`config.mk`:
```
export PLATFORM = sky130hd
export DESIGN_NAME = gm3_scan
export DESIGN_NICKNAME = d
export VERILOG_FILES = /design/src/sv/grey_morphology_3x3_top_assert.svh /design/src/sv/gm3_pkg.sv /design/src/sv/gm3_scan.sv
export SDC_FILE = /design/constraint.sdc
export NUM_CORES = 1
export LEC_CHECK = 0
export BUFFER_PORTS_ARGS = -buffer_cell sky130_fd_sc_hd__buf_2
export CORE_ASPECT_RATIO = 0.6
export CORE_MARGIN = 8
export CORE_UTILIZATION = 50
export DETAILED_ROUTE_END_ITERATION = 10
export GPL_ROUTABILITY_DRIVEN = 0
export PLACE_DENSITY = 0.77
export SYNTH_ARGS = -nofsm -noshare
export SYNTH_HDL_FRONTEND = slang
export SYNTH_SLANG_ARGS = --single-unit
```
`constraint.sdc`:
```
create_clock -name i_clk -period 10.1 [get_ports i_clk]
set_clock_uncertainty 0.1 [all_clocks]
set_input_delay 0 -clock i_clk [delete_from_list [all_inputs] [get_ports i_clk]]
set_output_delay 0 -clock i_clk [all_outputs]
set_load 0.01 [all_outputs]
```
`src/sv/grey_morphology_3x3_top_assert.svh`:
```
// Assertion macros for the 3x3 grey morphology block.
// Used by grey_morphology_3x3_top; expects i_clk and i_rst_n in scope.
`ifndef GREY_MORPHOLOGY_3X3_TOP_ASSERT_SVH
`define GREY_MORPHOLOGY_3X3_TOP_ASSERT_SVH

// same-cycle implication
`define GM3_ASSERT_SAME(lbl, ante, cons) \
    lbl: assert property (@(posedge i_clk) disable iff (!i_rst_n) (ante) |-> (cons)) \
        else $error("gm3 assertion failed");

// next-cycle implication
`define GM3_ASSERT_NEXT(lbl, ante, cons) \
    lbl: assert property (@(posedge i_clk) disable iff (!i_rst_n) (ante) |=> (cons)) \
        else $error("gm3 assertion failed");

`endif

```
`src/sv/gm3_pkg.sv`:
```
// Shared types, constants and kernel functions for the 3x3 grey morphology block.
// No dependencies.
`default_nettype none
package gm3_pkg;

    localparam int MAX_WIDTH  = 1024;
    localparam int MAX_HEIGHT = 1024;

    localparam int PIX_W   = 8;
    localparam int SE_W    = 36;
    localparam int LW_W    = 11;              // line_width register
    localparam int OUT_W   = 10;              // out_row / out_col fields
    localparam int COL_W   = $clog2(MAX_WIDTH);
    localparam int ROW_W   = $clog2(MAX_HEIGHT + 1);
    localparam int CNT_W   = COL_W + 1;       // column count that can hold the width
    localparam int PIX_MAX = 255;

    localparam logic [SE_W-1:0] SE_RESET = 36'h301213321;
    localparam logic [LW_W-1:0] LW_RESET = 11'd640;

    typedef enum logic [1:0] {
        OP_DIL  = 2'd0,
        OP_ERO  = 2'd1,
        OP_GRAD = 2'd2
    } t_op;

    typedef enum logic [1:0] {
        CFG_OP_MODE    = 2'd0,
        CFG_SE_WEIGHTS = 2'd1,
        CFG_LINE_WIDTH = 2'd2
    } t_cfg_idx;

    typedef logic [8:0][PIX_W-1:0] t_win;

    // pixel as placed by the raster scanner
    typedef struct packed {
        logic             valid;
        logic             produce;
        logic [PIX_W-1:0] px;
        logic [COL_W-1:0] col;
        logic [ROW_W-1:0] row;
    } t_scan_item;

    // window centre tag
    typedef struct packed {
        logic             valid;
        logic [OUT_W-1:0] row;
        logic [OUT_W-1:0] col;
    } t_tag;

    function automatic logic [PIX_W-1:0] f_max(logic [PIX_W-1:0] a, logic [PIX_W-1:0] b);
        return (a > b) ? a : b;
    endfunction

    function automatic logic [PIX_W-1:0] f_min(logic [PIX_W-1:0] a, logic [PIX_W-1:0] b);
        return (a < b) ? a : b;
    endfunction

    // max of (pixel + weight), each term saturated at full scale
    function automatic logic [PIX_W-1:0] f_dilate(t_win win, logic [SE_W-1:0] se);
        logic [PIX_W:0]             s;
        logic [8:0][PIX_W-1:0]      v;
        logic [PIX_W-1:0]           m0, m1, m2, m3, m4, m5, m6;
        for (int k = 0; k < 9; k++) begin
            s    = {1'b0, win[k]} + {{(PIX_W-3){1'b0}}, se[4*k +: 4]};
            v[k] = s[PIX_W] ? PIX_W'(PIX_MAX) : s[PIX_W-1:0];
        end
        m0 = f_max(v[0], v[1]);
        m1 = f_max(v[2], v[3]);
        m2 = f_max(v[4], v[5]);
        m3 = f_max(v[6], v[7]);
        m4 = f_max(m0, m1);
        m5 = f_max(m2, m3);
        m6 = f_max(m4, m5);
        return f_max(m6, v[8]);
    endfunction

    // min of (pixel - weight), each term clamped at zero
    function automatic logic [PIX_W-1:0] f_erode(t_win win, logic [SE_W-1:0] se);
        logic [PIX_W-1:0]           wt;
        logic [8:0][PIX_W-1:0]      v;
        logic [PIX_W-1:0]           m0, m1, m2, m3, m4, m5, m6;
        for (int k = 0; k < 9; k++) begin
            wt   = {{(PIX_W-4){1'b0}}, se[4*k +: 4]};
            v[k] = (win[k] >= wt) ? (win[k] - wt) : '0;
        end
        m0 = f_min(v[0], v[1]);
        m1 = f_min(v[2], v[3]);
        m2 = f_min(v[4], v[5]);
        m3 = f_min(v[6], v[7]);
        m4 = f_min(m0, m1);
        m5 = f_min(m2, m3);
        m6 = f_min(m4, m5);
        return f_min(m6, v[8]);
    endfunction

endpackage
`default_nettype wire

```
`src/sv/gm3_scan.sv`:
```
// Raster scanner: column/row counters, frame restart, width clamp, height cutoff.
// Depends on gm3_pkg.
`default_nettype none
module gm3_scan
    import gm3_pkg::*;
(
    input  wire logic             i_clk,
    input  wire logic             i_rst_n,
    input  wire logic             i_accept,
    input  wire logic [PIX_W-1:0] i_pixel,
    input  wire logic             i_frame_start,
    input  wire logic [LW_W-1:0]  i_line_width,
    output t_scan_item            o_item,
    output logic [COL_W-1:0]      o_col,
    output logic [ROW_W-1:0]      o_row
);

    logic [COL_W-1:0] r_col, n_col;
    logic [ROW_W-1:0] r_row, n_row;
    logic [CNT_W-1:0] w_eff;
    logic [COL_W-1:0] c1;
    logic [ROW_W-1:0] r1;
    logic [CNT_W-1:0] c_next;
    logic             drop;

    always_comb begin
        priority if (32'(i_line_width) < 32'd3) begin
            w_eff = CNT_W'(3);
        end else if (32'(i_line_width) > 32'(MAX_WIDTH)) begin
            w_eff = CNT_W'(MAX_WIDTH);
        end else begin
            w_eff = CNT_W'(i_line_width);
        end
    end

    always_comb begin
        c1   = i_frame_start ? '0 : r_col;
        r1   = i_frame_start ? '0 : r_row;
        drop = 1'b0;
        if (32'(r1) >= 32'(MAX_HEIGHT)) begin
            drop = 1'b1;
        end else if ({1'b0, c1} >= w_eff) begin
            // width lowered mid-row: close the row first
            c1 = '0;
            r1 = r1 + 1'b1;
            if (32'(r1) >= 32'(MAX_HEIGHT)) begin
                drop = 1'b1;
            end
        end
        c_next = {1'b0, c1} + 1'b1;
        if (drop) begin
            n_col = c1;
            n_row = r1;
        end else if (c_next >= w_eff) begin
            n_col = '0;
            n_row = r1 + 1'b1;
        end else begin
            n_col = c_next[COL_W-1:0];
            n_row = r1;
        end
    end

    always_ff @(posedge i_clk) begin
        if (!i_rst_n) begin
            r_col <= '0;
            r_row <= '0;
        end else if (i_accept) begin
            r_col <= n_col;
            r_row <= n_row;
        end
    end

    always_comb begin
        o_item.valid   = i_accept && !drop;
        o_item.produce = (32'(r1) >= 32'd2) && (32'(c1) >= 32'd2);
        o_item.px      = i_pixel;
        o_item.col     = c1;
        o_item.row     = r1;
    end

    assign o_col = r_col;
    assign o_row = r_row;

endmodule
`default_nettype wire

```
### Word-level counts from Yosys, hierarchy flattened

Cells that the tools add are included.

* multiplexer cells: 15
* eq/ne operators: 0
* reduce and logical (&&, ||, !) cells: 3
* $add $sub $neg: 3
* shift-type cells: 0
* order comparisons: 8
* bitwise logic cells: 0
* $mul: 0
* divide/modulo/power cells: 0

Operators by type and width (count)
* 11-bit two-way mux: 7
* 10-bit two-way mux: 5
* 11-bit by 1-bit adder with 11-bit output, second input constant: 2
* 11-bit >= comparator, second input constant: 2
* 10-bit by 1-bit adder with 11-bit output, second input constant: 1
* 10-bit by 11-bit >= comparator with 1-bit output: 1
* 11-bit >= comparator: 1
* 11-bit by 2-bit >= comparator with 1-bit output, second input constant: 1
* 11-bit greater-than comparator, second input constant: 1
* 11-bit by 2-bit less-than comparator with 1-bit output, second input constant: 1
* 10-bit by 2-bit >= comparator with 1-bit output, second input constant: 1
* 1-bit two-way mux: 3
* 1-bit logical AND: 2
* 1-bit logical NOT: 1

* RAM bits: 0
* register bits: 21
* bits in read-only memories: 0
* memories: 0
* bits in latches: 0

### Depth between registers and ports, before layout

* word-level depth: 10
* depth in mapped cells: 26

### Least setup slack after synthesis

No wires, ideal clock.

* path type: input-to-reg
* from: input port i_frame_start
* to: register r_row[7], in the netlist o_row[7]
* data required time: 9.875 ns
* arrival time: 4.972 ns
* cell stages on the path: 25
* library setup time: 0.125 ns
* path slack: 4.903 ns
* cell sequence: clkbuf_1 -> clkbuf_1 -> nand2b_1 -> inv_1 -> ha_1 -> a211o_1 -> or3_4 -> buf_6 -> o21ai_4 -> or2b_1 -> inv_1 -> ha_1 -> nand2_1 -> nor3_1 -> xnor2_1 -> ha_1 -> and4_1 -> o21ai_0 -> o221a_2 -> o21ai_1 -> and3_2 -> and4b_1 -> buf_6 -> and4_2 -> nor3_2

RTL lines
* start, declared: RTL line gm3_scan.sv:11 `input wire logic i_frame_start,`
* end signal, assigned: RTL line gm3_scan.sv:69 `r_row <= n_row;`
* end, declared: RTL line gm3_scan.sv:19 `logic [ROW_W-1:0] r_row, n_row;`

### Worst setup path in the final report

* from: register r_col[5], in the netlist o_col[5]
* to: register r_row[7], in the netlist o_row[7]

* word-level cells in the longest chain between the ends: 8
* elaborated cells between the ends (all ways): 13
* classes of those cells: add/sub (2); order compare (2); mux (9)

RTL lines
* start, declared: RTL line gm3_scan.sv:18 `logic [COL_W-1:0] r_col, n_col;`
* start signal, assigned: RTL line gm3_scan.sv:68 `r_col <= n_col;`
* 10-bit two-way mux (*): RTL line gm3_scan.sv:37 `c1 = i_frame_start ? '0 : r_col;`
* 10-bit by 11-bit >= comparator with 1-bit output: RTL line gm3_scan.sv:42 `end else if ({1'b0, c1} >= w_eff) begin`
* 10-bit two-way mux: RTL line gm3_scan.sv:42
* 10-bit two-way mux: RTL line gm3_scan.sv:40 `if (32'(r1) >= 32'(MAX_HEIGHT)) begin`
* 10-bit by 1-bit adder with 11-bit output: RTL line gm3_scan.sv:50 `c_next = {1'b0, c1} + 1'b1;`
* 11-bit >= comparator: RTL line gm3_scan.sv:54 `end else if (c_next >= w_eff) begin`
* 11-bit two-way mux: RTL line gm3_scan.sv:54
* 11-bit two-way mux (*): RTL line gm3_scan.sv:51 `if (drop) begin`

Every way passes the cells marked *; elsewhere a longest branch is shown, timed or not.
A chain may end at the register's enable or synchronous reset.

==> impl_metrics.yaml <==
timing:
  tightestPinTransition_ns: 0.697
  fmaxAchievable_ghz: 0.167
  slew_viol_final: 0
  rsz0062_at_grt: "no"
  hold_viol: 0
  maxSlewHeadroom_pct: 53.1
  whs_ns: 0.0407
  finalCritPeriodShare_pct: 59.4
  period_needed_ns: 6.00
  tns_ns: 0
  setup-violations-final: 0
cts:
  worstSkewPairLatency_ns: 0.28
  htree_levels: 1
  cts_sinks: 21
  cts_resized: 0
  cts_buffers: 3
  clockRootBuffer: "clkbuf_8"
  cts_tree: "done"
  cts.reportedPaths.clkPinSlew_ns: 0.09
  clockBufferDepth: 2
floorplanning:
  die_h_um: 72.1
  num_io_pins: 75
  core_um2: 5050
  dieArea_um2: 7890
  start_util_pct: 51.8
  row_count: 20
  die_w_um: 109
logic_synthesis:
  synthCells: 339
  yosys_warnings: 0
  avgSynthCellArea_um2: 7.73
  async_reset_ff_share_pct: 0
  synthTopCellsByArea: "dfxtp_1 (16%), ha_1 (12%), nand2_1 (4.7%), nor2b_1 (4.1%), xnor2_1 (3.3%)"
  syn_area_um2: 2620
  yosysSeqAreaShare_pct: 16.0
  yosysTopAreaCellShare_pct: 16.0
  synth_nets: 388
  yosysMostFrequentCell: "nand2_1"
  synth_cell_types: 72
  synth_ff_type: "dfxtp_1"
  synth_largest_area_cell: "dfxtp_1"
  ys_ff_latch: 21
  synth_edf_count: 0
  yosys-top-cells-count: "nand2_1 (33), ha_1 (26), nor2_1 (23), dfxtp_1 (21), inv_1 (21)"
power:
  switchingPower_uw: 74.9
  seqPwrFrac_pct: 41.7
  cellLeakagePower_nw: 1.46
  irDropWorstVdd_uv: 50.6
  clkPwrFrac_pct: 28.9
  internal_power_uw: 138
  p_comb_share_pct: 29.4
  power_density_nw_per_um2: 70.9
  power_switching_share_pct: 35.2
  power.total_uw: 213
routing:
  drc: 0
  firstDrtPassIters: 7
  routed_wirelength_um: 8350
  drt-vias-per-instance: 5.98
  ant_nets: 0
  vias: 2734
  wl_per_cell_um: 18.3
  dr.first_iter.drc_count: 315
setup_path:
  endpoint_kind: "flop"
  path_cells: "nor2b_1 -> ha_1 -> and3_4 -> nor2b_4 -> or3_4 -> o21ai_4 -> or2b_1 -> inv_1 -> ha_1 -> nand4_1 -> nor2_1 -> xnor2_1 -> nor2_1 -> ha_1 -> and4_1 -> o21ai_0 -> o221a_2 -> o21ai_1 -> and3_2 -> and4b_1 -> and4_2 -> nor3_2"
  cp.arrival_ns: 6.06
  crit_top_cell: "ha_1"
  critPathLaunchType: "flop"
  path_delay_family: "simple AND/OR/NAND/NOR gates"
  crit_fanout: 10
  reg2reg_slack_ns: 4.10
  critPathKind: "reg2reg"
  cp_data_required_time_ns: 10.17
  cp_slowest_cell: "o21ai_1"
  path_buf_inv: 1
  critical_path.max_stage_delay_ns: 0.54
worst_hold_path:
  hold_path_class: "in2reg"
global_route:
  grt_overflow_total: 0
  grt_pass1_wl_um: 13300
  grt_max_degree: 28
  grt_usage_pct: 21.0
  grt_pass1_vias: 2556
  antenna_found_initial: 0
cells_and_area:
  antenna_cells: 0
  fin_nets: 441
  design_area_um2: 3000
  syn2layout_area_growth_pct: 14.5
  drive_above_1_share_pct: 23.8
  utilization_pct: 59.4
placed_design:
  placed_cell_area_um2: 2870
  port_buffers: 58
  dp_hpwl_um: 6550
flow_run:
  max_cap_violations: 0
outcome:
  status: "completed"
## cell families (layout without fill, tap and decap cells)
group / count (synthesis) / count (layout) / share of synthesized area (%)
muxes: 10 / 10 / 4.20
AOI/OAI and AO/OA: 77 / 77 / 21.7
buffers and inverters: 41 / 93 / 8.07
and+or+nand+nor: 151 / 151 / 33.2
xor gates and xnor gates: 13 / 13 / 4.35
DFF: 21 / 21 / 16.0
adders and majority gates: 26 / 26 / 12.4
## power groups by stage
stage	logic, mW	clock network [mW]	registers, mW
after floorplan	0.0421	0	0.0908
after global placement	0.0566	0	0.0903
after detailed placement	0.0577	0	0.0905
after CTS	0.0617	0.0637	0.0886
after global routing	0.0683	0.0680	0.0892
final	0.0626	0.0615	0.0887
## per-stage QoR
step	worst slack [ns]	std cells
3_5_place_dp	4.15	445
6_report	4.10	457
2_1_floorplan	4.90	339
5_1_grt	3.80	457
4_1_cts	4.25	457
3_3_place_gp	4.43	445
## registers in the layout, indices dropped and copies added, names as in the netlist
signal	count
o_row	11
o_col	10
## path summary, 6_finish.rpt
| path | from | to | cells after the start |
|---|---|---|---|
| max reg2reg | o_col[5]$_SDFFE_PN0P_ | o_row[7]$_SDFFE_PN0P_ | 22 |
| max | o_col[5]$_SDFFE_PN0P_ | o_row[7]$_SDFFE_PN0P_ | 22 |
| min reg2reg | o_col[3]$_SDFFE_PN0P_ | o_col[3]$_SDFFE_PN0P_ | 2 |
| min | i_rst_n | o_col[6]$_SDFFE_PN0P_ | 2 |
## final cells by class
class	count	area, um^2
timing repair buffer	67	378
sequential	21	420
fill	482	2050
clock buffer	3	41.3
multi-input combinational	277	1990
inverter	22	82.6
tap	66	82.6
clock inverter	1	7.51
## worst register-to-register path, stage by stage, from the launching register on
cell     delay [ns]
dfxtp_1        0.38
nor2b_1        0.35
ha_1           0.30
and3_4         0.19
nor2b_4        0.12
or3_4          0.47
o21ai_4        0.28
or2b_1         0.27
inv_1          0.10
ha_1           0.22
nand4_1        0.15
nor2_1         0.22
xnor2_1        0.15
nor2_1         0.06
ha_1           0.30
and4_1         0.19
o21ai_0        0.10
o221a_2        0.26
o21ai_1        0.54
and3_2         0.34
and4b_1        0.44
and4_2         0.29
nor3_2         0.04
## metal layers
metal	share of wire [%]	GRT usage, %	vias to the layer above
met5	0	0	-
met4	0.80	3.42	0
met3	12	6.72	11
met2	41	30.4	154
met1	47	29.6	1253
li1	-	-	1316
## repair_timing
| item | CTS | global route |
|---|---|---|
| hold buffers | 8 | 0 |
| hold endpoints to repair | 8 | 0 |
| buffers inserted | 0 | 0 |
## layout by cell type, fill, tap and decap left out, types with 3 or more instances in the layout
cell	synthesis	layout
a211oi_1	4	4
a21boi_1	3	3
a21o_1	5	5
a21oi_1	14	14
and2_1	6	6
and3_1	5	5
buf_2	1	58
clkbuf_8	0	3
dfxtp_1	21	21
dlygate4sd3_1	0	8
ha_1	26	26
inv_1	21	21
mux2_2	4	4
mux2i_1	5	5
nand2_1	33	33
nand2b_1	12	12
nand3_1	8	8
nand4_1	7	7
nor2_1	23	23
nor2b_1	17	17
nor3_1	7	7
nor4_1	8	8
o211ai_1	5	5
o21ai_0	15	15
o21ai_1	5	5
xnor2_1	10	10
xor2_1	3	3
Note: power is estimated with default switching activity, not from simulation.
