`src/sv/grey_morphology_3x3_top_assert.svh`:
```
// Assertion macros for the 3x3 grey morphology block.
// Used by grey_morphology_3x3_top; expects i_clk and i_rst_n in scope.
`ifndef GREY_MORPHOLOGY_3X3_TOP_ASSERT_SVH
`define GREY_MORPHOLOGY_3X3_TOP_ASSERT_SVH

// same-cycle implication
`define GM3_ASSERT_SAME(lbl, ante, cons) \
    lbl: assert property (@(posedge i_clk) disable iff (!i_rst_n) (ante) |-> (cons)) \
        else $error("gm3 assertion failed");

// next-cycle implication
`define GM3_ASSERT_NEXT(lbl, ante, cons) \
    lbl: assert property (@(posedge i_clk) disable iff (!i_rst_n) (ante) |=> (cons)) \
        else $error("gm3 assertion failed");

`endif

```
`src/sv/gm3_pkg.sv`:
```
// Shared types, constants and kernel functions for the 3x3 grey morphology block.
// No dependencies.
`default_nettype none
package gm3_pkg;

    localparam int MAX_WIDTH  = 1024;
    localparam int MAX_HEIGHT = 1024;

    localparam int PIX_W   = 8;
    localparam int SE_W    = 36;
    localparam int LW_W    = 11;              // line_width register
    localparam int OUT_W   = 10;              // out_row / out_col fields
    localparam int COL_W   = $clog2(MAX_WIDTH);
    localparam int ROW_W   = $clog2(MAX_HEIGHT + 1);
    localparam int CNT_W   = COL_W + 1;       // column count that can hold the width
    localparam int PIX_MAX = 255;

    localparam logic [SE_W-1:0] SE_RESET = 36'h301213321;
    localparam logic [LW_W-1:0] LW_RESET = 11'd640;

    typedef enum logic [1:0] {
        OP_DIL  = 2'd0,
        OP_ERO  = 2'd1,
        OP_GRAD = 2'd2
    } t_op;

    typedef enum logic [1:0] {
        CFG_OP_MODE    = 2'd0,
        CFG_SE_WEIGHTS = 2'd1,
        CFG_LINE_WIDTH = 2'd2
    } t_cfg_idx;

    typedef logic [8:0][PIX_W-1:0] t_win;

    // pixel as placed by the raster scanner
    typedef struct packed {
        logic             valid;
        logic             produce;
        logic [PIX_W-1:0] px;
        logic [COL_W-1:0] col;
        logic [ROW_W-1:0] row;
    } t_scan_item;

    // window centre tag
    typedef struct packed {
        logic             valid;
        logic [OUT_W-1:0] row;
        logic [OUT_W-1:0] col;
    } t_tag;

    function automatic logic [PIX_W-1:0] f_max(logic [PIX_W-1:0] a, logic [PIX_W-1:0] b);
        return (a > b) ? a : b;
    endfunction

    function automatic logic [PIX_W-1:0] f_min(logic [PIX_W-1:0] a, logic [PIX_W-1:0] b);
        return (a < b) ? a : b;
    endfunction

    // max of (pixel + weight), each term saturated at full scale
    function automatic logic [PIX_W-1:0] f_dilate(t_win win, logic [SE_W-1:0] se);
        logic [PIX_W:0]             s;
        logic [8:0][PIX_W-1:0]      v;
        logic [PIX_W-1:0]           m0, m1, m2, m3, m4, m5, m6;
        for (int k = 0; k < 9; k++) begin
            s    = {1'b0, win[k]} + {{(PIX_W-3){1'b0}}, se[4*k +: 4]};
            v[k] = s[PIX_W] ? PIX_W'(PIX_MAX) : s[PIX_W-1:0];
        end
        m0 = f_max(v[0], v[1]);
        m1 = f_max(v[2], v[3]);
        m2 = f_max(v[4], v[5]);
        m3 = f_max(v[6], v[7]);
        m4 = f_max(m0, m1);
        m5 = f_max(m2, m3);
        m6 = f_max(m4, m5);
        return f_max(m6, v[8]);
    endfunction

    // min of (pixel - weight), each term clamped at zero
    function automatic logic [PIX_W-1:0] f_erode(t_win win, logic [SE_W-1:0] se);
        logic [PIX_W-1:0]           wt;
        logic [8:0][PIX_W-1:0]      v;
        logic [PIX_W-1:0]           m0, m1, m2, m3, m4, m5, m6;
        for (int k = 0; k < 9; k++) begin
            wt   = {{(PIX_W-4){1'b0}}, se[4*k +: 4]};
            v[k] = (win[k] >= wt) ? (win[k] - wt) : '0;
        end
        m0 = f_min(v[0], v[1]);
        m1 = f_min(v[2], v[3]);
        m2 = f_min(v[4], v[5]);
        m3 = f_min(v[6], v[7]);
        m4 = f_min(m0, m1);
        m5 = f_min(m2, m3);
        m6 = f_min(m4, m5);
        return f_min(m6, v[8]);
    endfunction

endpackage
`default_nettype wire

```
`src/sv/gm3_kernel.sv`:
```
// Weighted max/min over the window, mode select and the output register.
// Depends on gm3_pkg.
`default_nettype none
module gm3_kernel
    import gm3_pkg::*;
(
    input  wire logic             i_clk,
    input  wire logic             i_rst_n,
    input  wire logic             i_en,
    input  t_win                  i_win,
    input  t_tag                  i_tag,
    input  wire logic [1:0]       i_op_mode,
    input  wire logic [SE_W-1:0]  i_se_weights,
    output logic                  o_valid,
    output logic [PIX_W-1:0]      o_pixel,
    output logic [OUT_W-1:0]      o_row,
    output logic [OUT_W-1:0]      o_col
);

    t_tag             r_s3_tag;
    logic [PIX_W-1:0] r_dil, r_ero;
    logic [PIX_W-1:0] n_pixel;
    logic             r_valid;
    logic [PIX_W-1:0] r_pixel;
    logic [OUT_W-1:0] r_row, r_col;

    always_comb begin
        unique case (i_op_mode)
            OP_DIL:  n_pixel = r_dil;
            OP_ERO:  n_pixel = r_ero;
            default: n_pixel = (r_dil > r_ero) ? (r_dil - r_ero) : '0;
        endcase
    end

    always_ff @(posedge i_clk) begin
        if (i_en) begin
            r_s3_tag.row <= i_tag.row;
            r_s3_tag.col <= i_tag.col;
            r_dil        <= f_dilate(i_win, i_se_weights);
            r_ero        <= f_erode(i_win, i_se_weights);
            r_pixel      <= n_pixel;
            r_row        <= r_s3_tag.row;
            r_col        <= r_s3_tag.col;
        end
        if (!i_rst_n) begin
            r_s3_tag.valid <= 1'b0;
            r_valid        <= 1'b0;
        end else if (i_en) begin
            r_s3_tag.valid <= i_tag.valid;
            r_valid        <= r_s3_tag.valid;
        end
    end

    assign o_valid = r_valid;
    assign o_pixel = r_pixel;
    assign o_row   = r_row;
    assign o_col   = r_col;

endmodule
`default_nettype wire

```
`config.mk`:
```
export PLATFORM = sky130hd
export DESIGN_NAME = gm3_kernel
export DESIGN_NICKNAME = d
export VERILOG_FILES = /design/src/sv/grey_morphology_3x3_top_assert.svh /design/src/sv/gm3_pkg.sv /design/src/sv/gm3_kernel.sv
export SDC_FILE = /design/constraint.sdc
export NUM_CORES = 1
export LEC_CHECK = 0
export ABC_AREA = 1
export ABC_CLOCK_PERIOD_IN_PS = 15750
export BUFFER_PORTS_ARGS = -buffer_cell sky130_fd_sc_hd__buf_4
export CORE_UTILIZATION = 30
export CTS_BUF_LIST = sky130_fd_sc_hd__clkbuf_16
export CTS_CLUSTER_SIZE = 40
export DETAILED_ROUTE_END_ITERATION = 8
export PLACE_DENSITY = 0.52
export SETUP_SLACK_MARGIN = 0.3
export SYNTH_ARGS = -nofsm -noshare
export SYNTH_HDL_FRONTEND = slang
export SYNTH_SLANG_ARGS = --single-unit
```
`constraint.sdc`:
```
create_clock -name i_clk -period 15.75 [get_ports i_clk]
set_input_delay 2.3625 -clock i_clk [delete_from_list [all_inputs] [get_ports i_clk]]
set_output_delay 2.3625 -clock i_clk [all_outputs]
set_load 0.03 [all_outputs]
```
Word level (Yosys, flattened, before mapping):

Cells that the tools add are included.
Widths: inputs -> output; s select.

* register bits after elaboration: 66
* output and inout port bits: 29

* add/sub/neg operators: 19
* order comparisons: 26
* equality and inequality tests: 1
* muxes and demuxes: 36
* reduce and logical (&&, ||, !) cells: 1

Operators by type and width (number)
* $mux 8: 35
* $add 8x4->9: 9
* $ge 8x4->1: 9
* $gt 8x8->1: 9
* $sub 8x4->8: 9
* $lt 8x8->1: 8
* $pmux 8 s2: 1
* $sub 8x8->8: 1
* $eq 2x1->1 const B: 1
* $logic_not 2->1: 1

Longest topological paths before layout:

* depth after elaboration: 10
* depth in mapped cells: 52

Worst setup path after synthesis:

Ideal clock, no wire load.

* path type: input to register
* start point: input i_se_weights[6]
* end point: register r_ero[0], data pin
* setup time: 0.253 ns
* data arrival time: 8.720 ns
* setup slack: 6.776 ns
* cell stages on the path: 45
* buffers on the path: 4
* cell sequence: inv_1 > ha_1 > clkbuf_2 > a21oi_1 > o21ai_0 > inv_1 > nor2_1 > nor3_1 > inv_1 > o21ai_0 > nand3_1 > ha_1 > nand2_1 > nor2_1 > a211oi_1 > nand2_1 > inv_1 > clkbuf_1 > [... 9 more ...] > nand2_1 > o21ai_0 > ha_1 > a21oi_1 > nor2_1 > a211oi_1 > nand2_1 > inv_2 > buf_2 > nand2_1 > o21ai_0 > ha_1 > a21oi_1 > nor2_1 > a211oi_1 > nand2_4 > nand2_1 > nand2_1

* word-level cells in the longest chain between the ends: 10

RTL lines
* start, declared: RTL line gm3_kernel.sv:13 `input wire logic [SE_W-1:0] i_se_weights,`
* $sub 8x4->8 or $ge 8x4->1 (tied branches): RTL line gm3_pkg.sv:85 `v[k] = (win[k] >= wt) ? (win[k] - wt) : '0;`
* $mux 8 *: RTL line gm3_pkg.sv:85
* $lt 8x8->1: RTL line gm3_pkg.sv:56 `return (a < b) ? a : b;`
* $mux 8 *: RTL line gm3_pkg.sv:56
* $lt 8x8->1: RTL line gm3_pkg.sv:56
* $mux 8 *: RTL line gm3_pkg.sv:56
* $lt 8x8->1: RTL line gm3_pkg.sv:56
* $mux 8 *: RTL line gm3_pkg.sv:56
* $lt 8x8->1: RTL line gm3_pkg.sv:56
* $mux 8 *: RTL line gm3_pkg.sv:56
* end signal, assigned: RTL line gm3_kernel.sv:40 `r_ero <= f_erode(i_win, i_se_weights);`
* end, declared: RTL line gm3_kernel.sv:21 `logic [PIX_W-1:0] r_dil, r_ero;`

Mark *: on every way between the ends. The rest lies on a longest branch, timed or not.
A chain may end at the register's enable or synchronous reset.

Worst setup path in the final report:

* start point: input i_win[32] (netlist name)
* end point: register r_dil[4], data pin

* word-level cells in the longest chain between the ends: 10

RTL lines
* start, declared: RTL line gm3_kernel.sv:10 `input t_win i_win,`
* $add 8x4->9 *: RTL line gm3_pkg.sv:65 `s = {1'b0, win[k]} + {{(PIX_W-3){1'b0}}, se[4*k +: 4]};`
* $mux 8 *: RTL line gm3_pkg.sv:66 `v[k] = s[PIX_W] ? PIX_W'(PIX_MAX) : s[PIX_W-1:0];`
* $gt 8x8->1: RTL line gm3_pkg.sv:52 `return (a > b) ? a : b;`
* $mux 8 *: RTL line gm3_pkg.sv:52
* $gt 8x8->1: RTL line gm3_pkg.sv:52
* $mux 8 *: RTL line gm3_pkg.sv:52
* $gt 8x8->1: RTL line gm3_pkg.sv:52
* $mux 8 *: RTL line gm3_pkg.sv:52
* $gt 8x8->1: RTL line gm3_pkg.sv:52
* $mux 8 *: RTL line gm3_pkg.sv:52
* end signal, assigned: RTL line gm3_kernel.sv:39 `r_dil <= f_dilate(i_win, i_se_weights);`
* end, declared: RTL line gm3_kernel.sv:21

Marks and branches as above.

==> key figures <==
Outcome
  • Status: completed

Worst setup path
  • Setup crit end kind: flip-flop
  • Delay of the slowest cell on the worst path: around 0.43 ns
  • Startpoint type of the worst setup path: input pin
  • Worst Setup Path Type: in2reg
  • Most frequent cell on the critical path: nand2_1
  • Worst-path fanout max: 14
  • CP top delay family: compound AO/OA/AOI/OAI gates
  • WP data arrival: ~9.8 ns
  • Bufs and invs on worst path: 5
  • Data required time of the critical path: between 15 and 20 ns
  • Library cell contributing the largest single delay on the critical path: o21ai_0

Floorplanning
  • Die outline width: between 150 and 200 um
  • Die Footprint: about 39,000 sq um
  • Height of the die: between 150 and 200 um
  • Top Ports: 163
  • Core footprint: 37,580 sq um
  • Cell Rows: slightly above 70
  • Initial Utilization: 0.3040

Power and ir drop
  • Sw Share: 0.5172
  • Total power consumption of the routed design: ~1700 uW
  • Clock network fraction of total power: 0.102
  • Largest vdd supply drop: 0.06211 mV
  • Comb pwr share: 0.731
  • Internal Pwr Total: about 840 uW
  • Leakage Power: roughly 0.0069 uW
  • Power density over the cells: 128.9 nW/um^2
  • Switching component of the power: around 900 uW
  • Share of total power in sequential cells: 0.166

Clocking
  • Clock Sink Count: 66
  • H-tree lvl count: 3
  • Longest Clk Path Bufs: 2
  • Clk Latency, worst-skew pair: 0.33 ns
  • Clock tree from TritonCTS: done
  • Number of buffers inserted to repair setup after CTS: 0
  • CTS buffer count: 9
  • CTS root buf: clkbuf_16
  • Clock-pin slew reported for the worst setup and hold paths after clock tree synthesis: 0.05 ns
  • # resized after CTS: 0
  • Number of hold buffers added after CTS: 0

Cells and area
  • ANT cells: 0
  • Post-layout net count: 2,224
  • Fraction of final layout cells with drive strength greater than 1: 0.1424
  • Layout fillers: 4,047
  • Storage cell area: 1962 sq um
  • Final std cell area, no fill: between 10,000 and 15,000 sq um
  • Count of placed standard cells in the final layout, fillers left out: approximately 2,400
  • Area of the multi-input gates: ~8400 sq um
  • Signed area change from the synthesized netlist to the final layout: 17.69%

Detailed routing
  • Detailed-route via count: around 11,000
  • DRT iter0 DRCs: ~490
  • Wire length per cell after detailed routing: approximately 13 um
  • Initial DRT Pass Iterations: 7
  • Remaining DRCs: 0
  • Final Routed Wirelength: 30,100 um
  • Vias per Instance: about 4.7
  • Number of nets still failing antenna checks after routing: 0

Synth
  • Syn Std Cell Area: approximately 11,000 sq um
  • Most common flop cell mapped by yosys: edfxtp_1
  • Cell count after synthesis: 1,726
  • #FFs+latches synth: 66
  • Mean instance size in the synthesized netlist: approximately 6.6 sq um
  • Number of enable flip-flop cells after synthesis: between 60 and 70
  • Post-synthesis net count: between 2,000 and 2,500
  • Proportion of synthesized flip-flops having asynchronous set or reset: 0
  • Number of warnings issued by yosys: 0
  • Yosys cell types: 53
  • Seq/Total Area, Yosys: 0.1717

Timing
  • Share of the clock period used by the worst path after layout: 0.6201
  • Slew at the pin with the worst max-slew slack: between 1 and 1.5 ns
  • Fmax: between 100 and 150 MHz
  • Unrepaired setup endpoints after global routing: false
  • Worst Skew: 0.004889 ns
  • Final number of hold-violating endpoints: 0
  • Worst slew margin relative to its limit: 0.3039
  • Post-Route Hold Slack: roughly 0.42 ns
  • Fin crit period: 9.767 ns
  • Fin. max-slew vios: 0
  • Final sum of negative setup slack: 0 ns
  • Setup-failing EPs final: 0

Run
  • Max-cap violations: 0

Placement
  • Placed Cells: around 2,400
  • Count of buffers inserted at the top-level ports: around 160
  • Final weighted congestion in routability-driven placement: 0.8733
  • Total cell area at the placement stage: around 13,000 sq um
  • Final HPWL DP: ~27,000 um

Global route
  • Global routing usage on met2: 0.2680
  • Maximum number of pins on one net before global-route repair: between 60 and 70
  • Met1 GRT Util: 0.2071
  • Via count of the first global-routing pass: around 10,000
  • Wire length of the first global-routing pass: 49,050 um
  • Grt met3 use: 0.01195
  • Global router's overall resource usage: 0.1547
  • Initial antenna violation count: 0
  • GR Overflow Total: 0
  • Busiest layer in global routing: met2

Hold path
  • Worst hold-check path type: reg2reg
routing by layer:
metal / vias to the layer above / share of wire / wire length (um)
met5: - / 0 / 0
met2: 211 / 0.47 / 14060
met1: 5004 / 0.48 / 14580
met3: 35 / 0.031 / 930
li1: 5996 / - / -
met4: 0 / 0.018 / 537
cell type report:
| type | instances | area share |
|---|---|---|
| Timing Repair Buffer | 162 | 0.09045 |
| Sequential cell | 66 | 0.1459 |
| Multi-Input combinational cell | 1374 | 0.6218 |
| Tap cell | 511 | 0.04755 |
| Clock buffer | 9 | 0.01675 |
| Inverter | 264 | 0.07398 |
| Clock inverter | 7 | 0.003536 |
cells in the mapped netlist, drive strengths merged (5+ instances only):
cell	number	area (sq um)
and2	11	68.82
nor3	18	90.09
nor2	206	847.1
nor4	5	37.53
edfxtp	64	1922
clkbuf	14	56.30
buf	8	51.29
a21oi	95	483.0
o221ai	6	52.55
nand3b	5	37.54
or2	16	100.1
nand4	10	77.57
o31ai	12	90.09
o21ai	181	954.7
a211oi	14	105.1
nand3	79	417.9
nand2	465	1877
inv	263	989.7
xor2	11	96.34
o21bai	6	45.04
ha	194	2427
fa	19	380.4
cell families after synthesis:
logic type      synth area share
compound gates            0.1623
xor+xnor                 0.01150
fa+ha+maj                 0.2458
buf+inv                  0.09648
flops                     0.1717
simple gates              0.3122
metrics by stage:
| step | utilization | setup slack (ns) |
|---|---|---|
| final | 0.3578 | 5.983 |
| after detailed placement | 0.3505 | 5.632 |
| after floorplan | - | 6.776 |
| after CTS | 0.3578 | 5.970 |
| after global placement | 0.3505 | 5.741 |
| after global routing | 0.3578 | 5.217 |
power by group through the flow:
stage,combinational [uW],sequential [uW],clock [uW]
5_1_grt,1470,293,190
6_report,1270,288,178
2_1_floorplan,936,310,0
4_1_cts,1280,289,184
3_3_place_gp,1250,292,0
3_5_place_dp,1270,292,0
registers in the layout, summed over array words and instances (netlist names):
| signal | count |
|---|---|
| o_row | 10 |
| o_valid | 1 |
| r_ero | 8 |
| o_pixel | 8 |
| r_dil | 8 |
| o_col | 10 |
| r_s3_tag | 21 |
worst paths after layout:
path	start	endpoint	slack [ns]	cells after the start
max reg2reg	r_ero[0]$_DFFE_PP_	o_pixel[6]$_DFFE_PP_	12.79	13
min reg2reg	r_s3_tag[10]$_DFFE_PP_	o_row[0]$_DFFE_PP_	0.42	0
max	i_win[32]	r_dil[4]$_DFFE_PP_	5.98	41
min	r_s3_tag[10]$_DFFE_PP_	o_row[0]$_DFFE_PP_	0.42	0
placed cells by master (no fill, tap or decap), types with 12 or more instances in the layout:
master / n
a211oi_1: 14
a21oi_1: 93
buf_4: 162
edfxtp_1: 64
fa_1: 19
ha_1: 194
inv_1: 257
nand2_1: 428
nand2_2: 31
nand3_1: 76
nor2_1: 194
nor3_1: 18
o21ai_0: 163
o31ai_1: 12
or2_2: 14
Power figures use the tool's default switching activity.
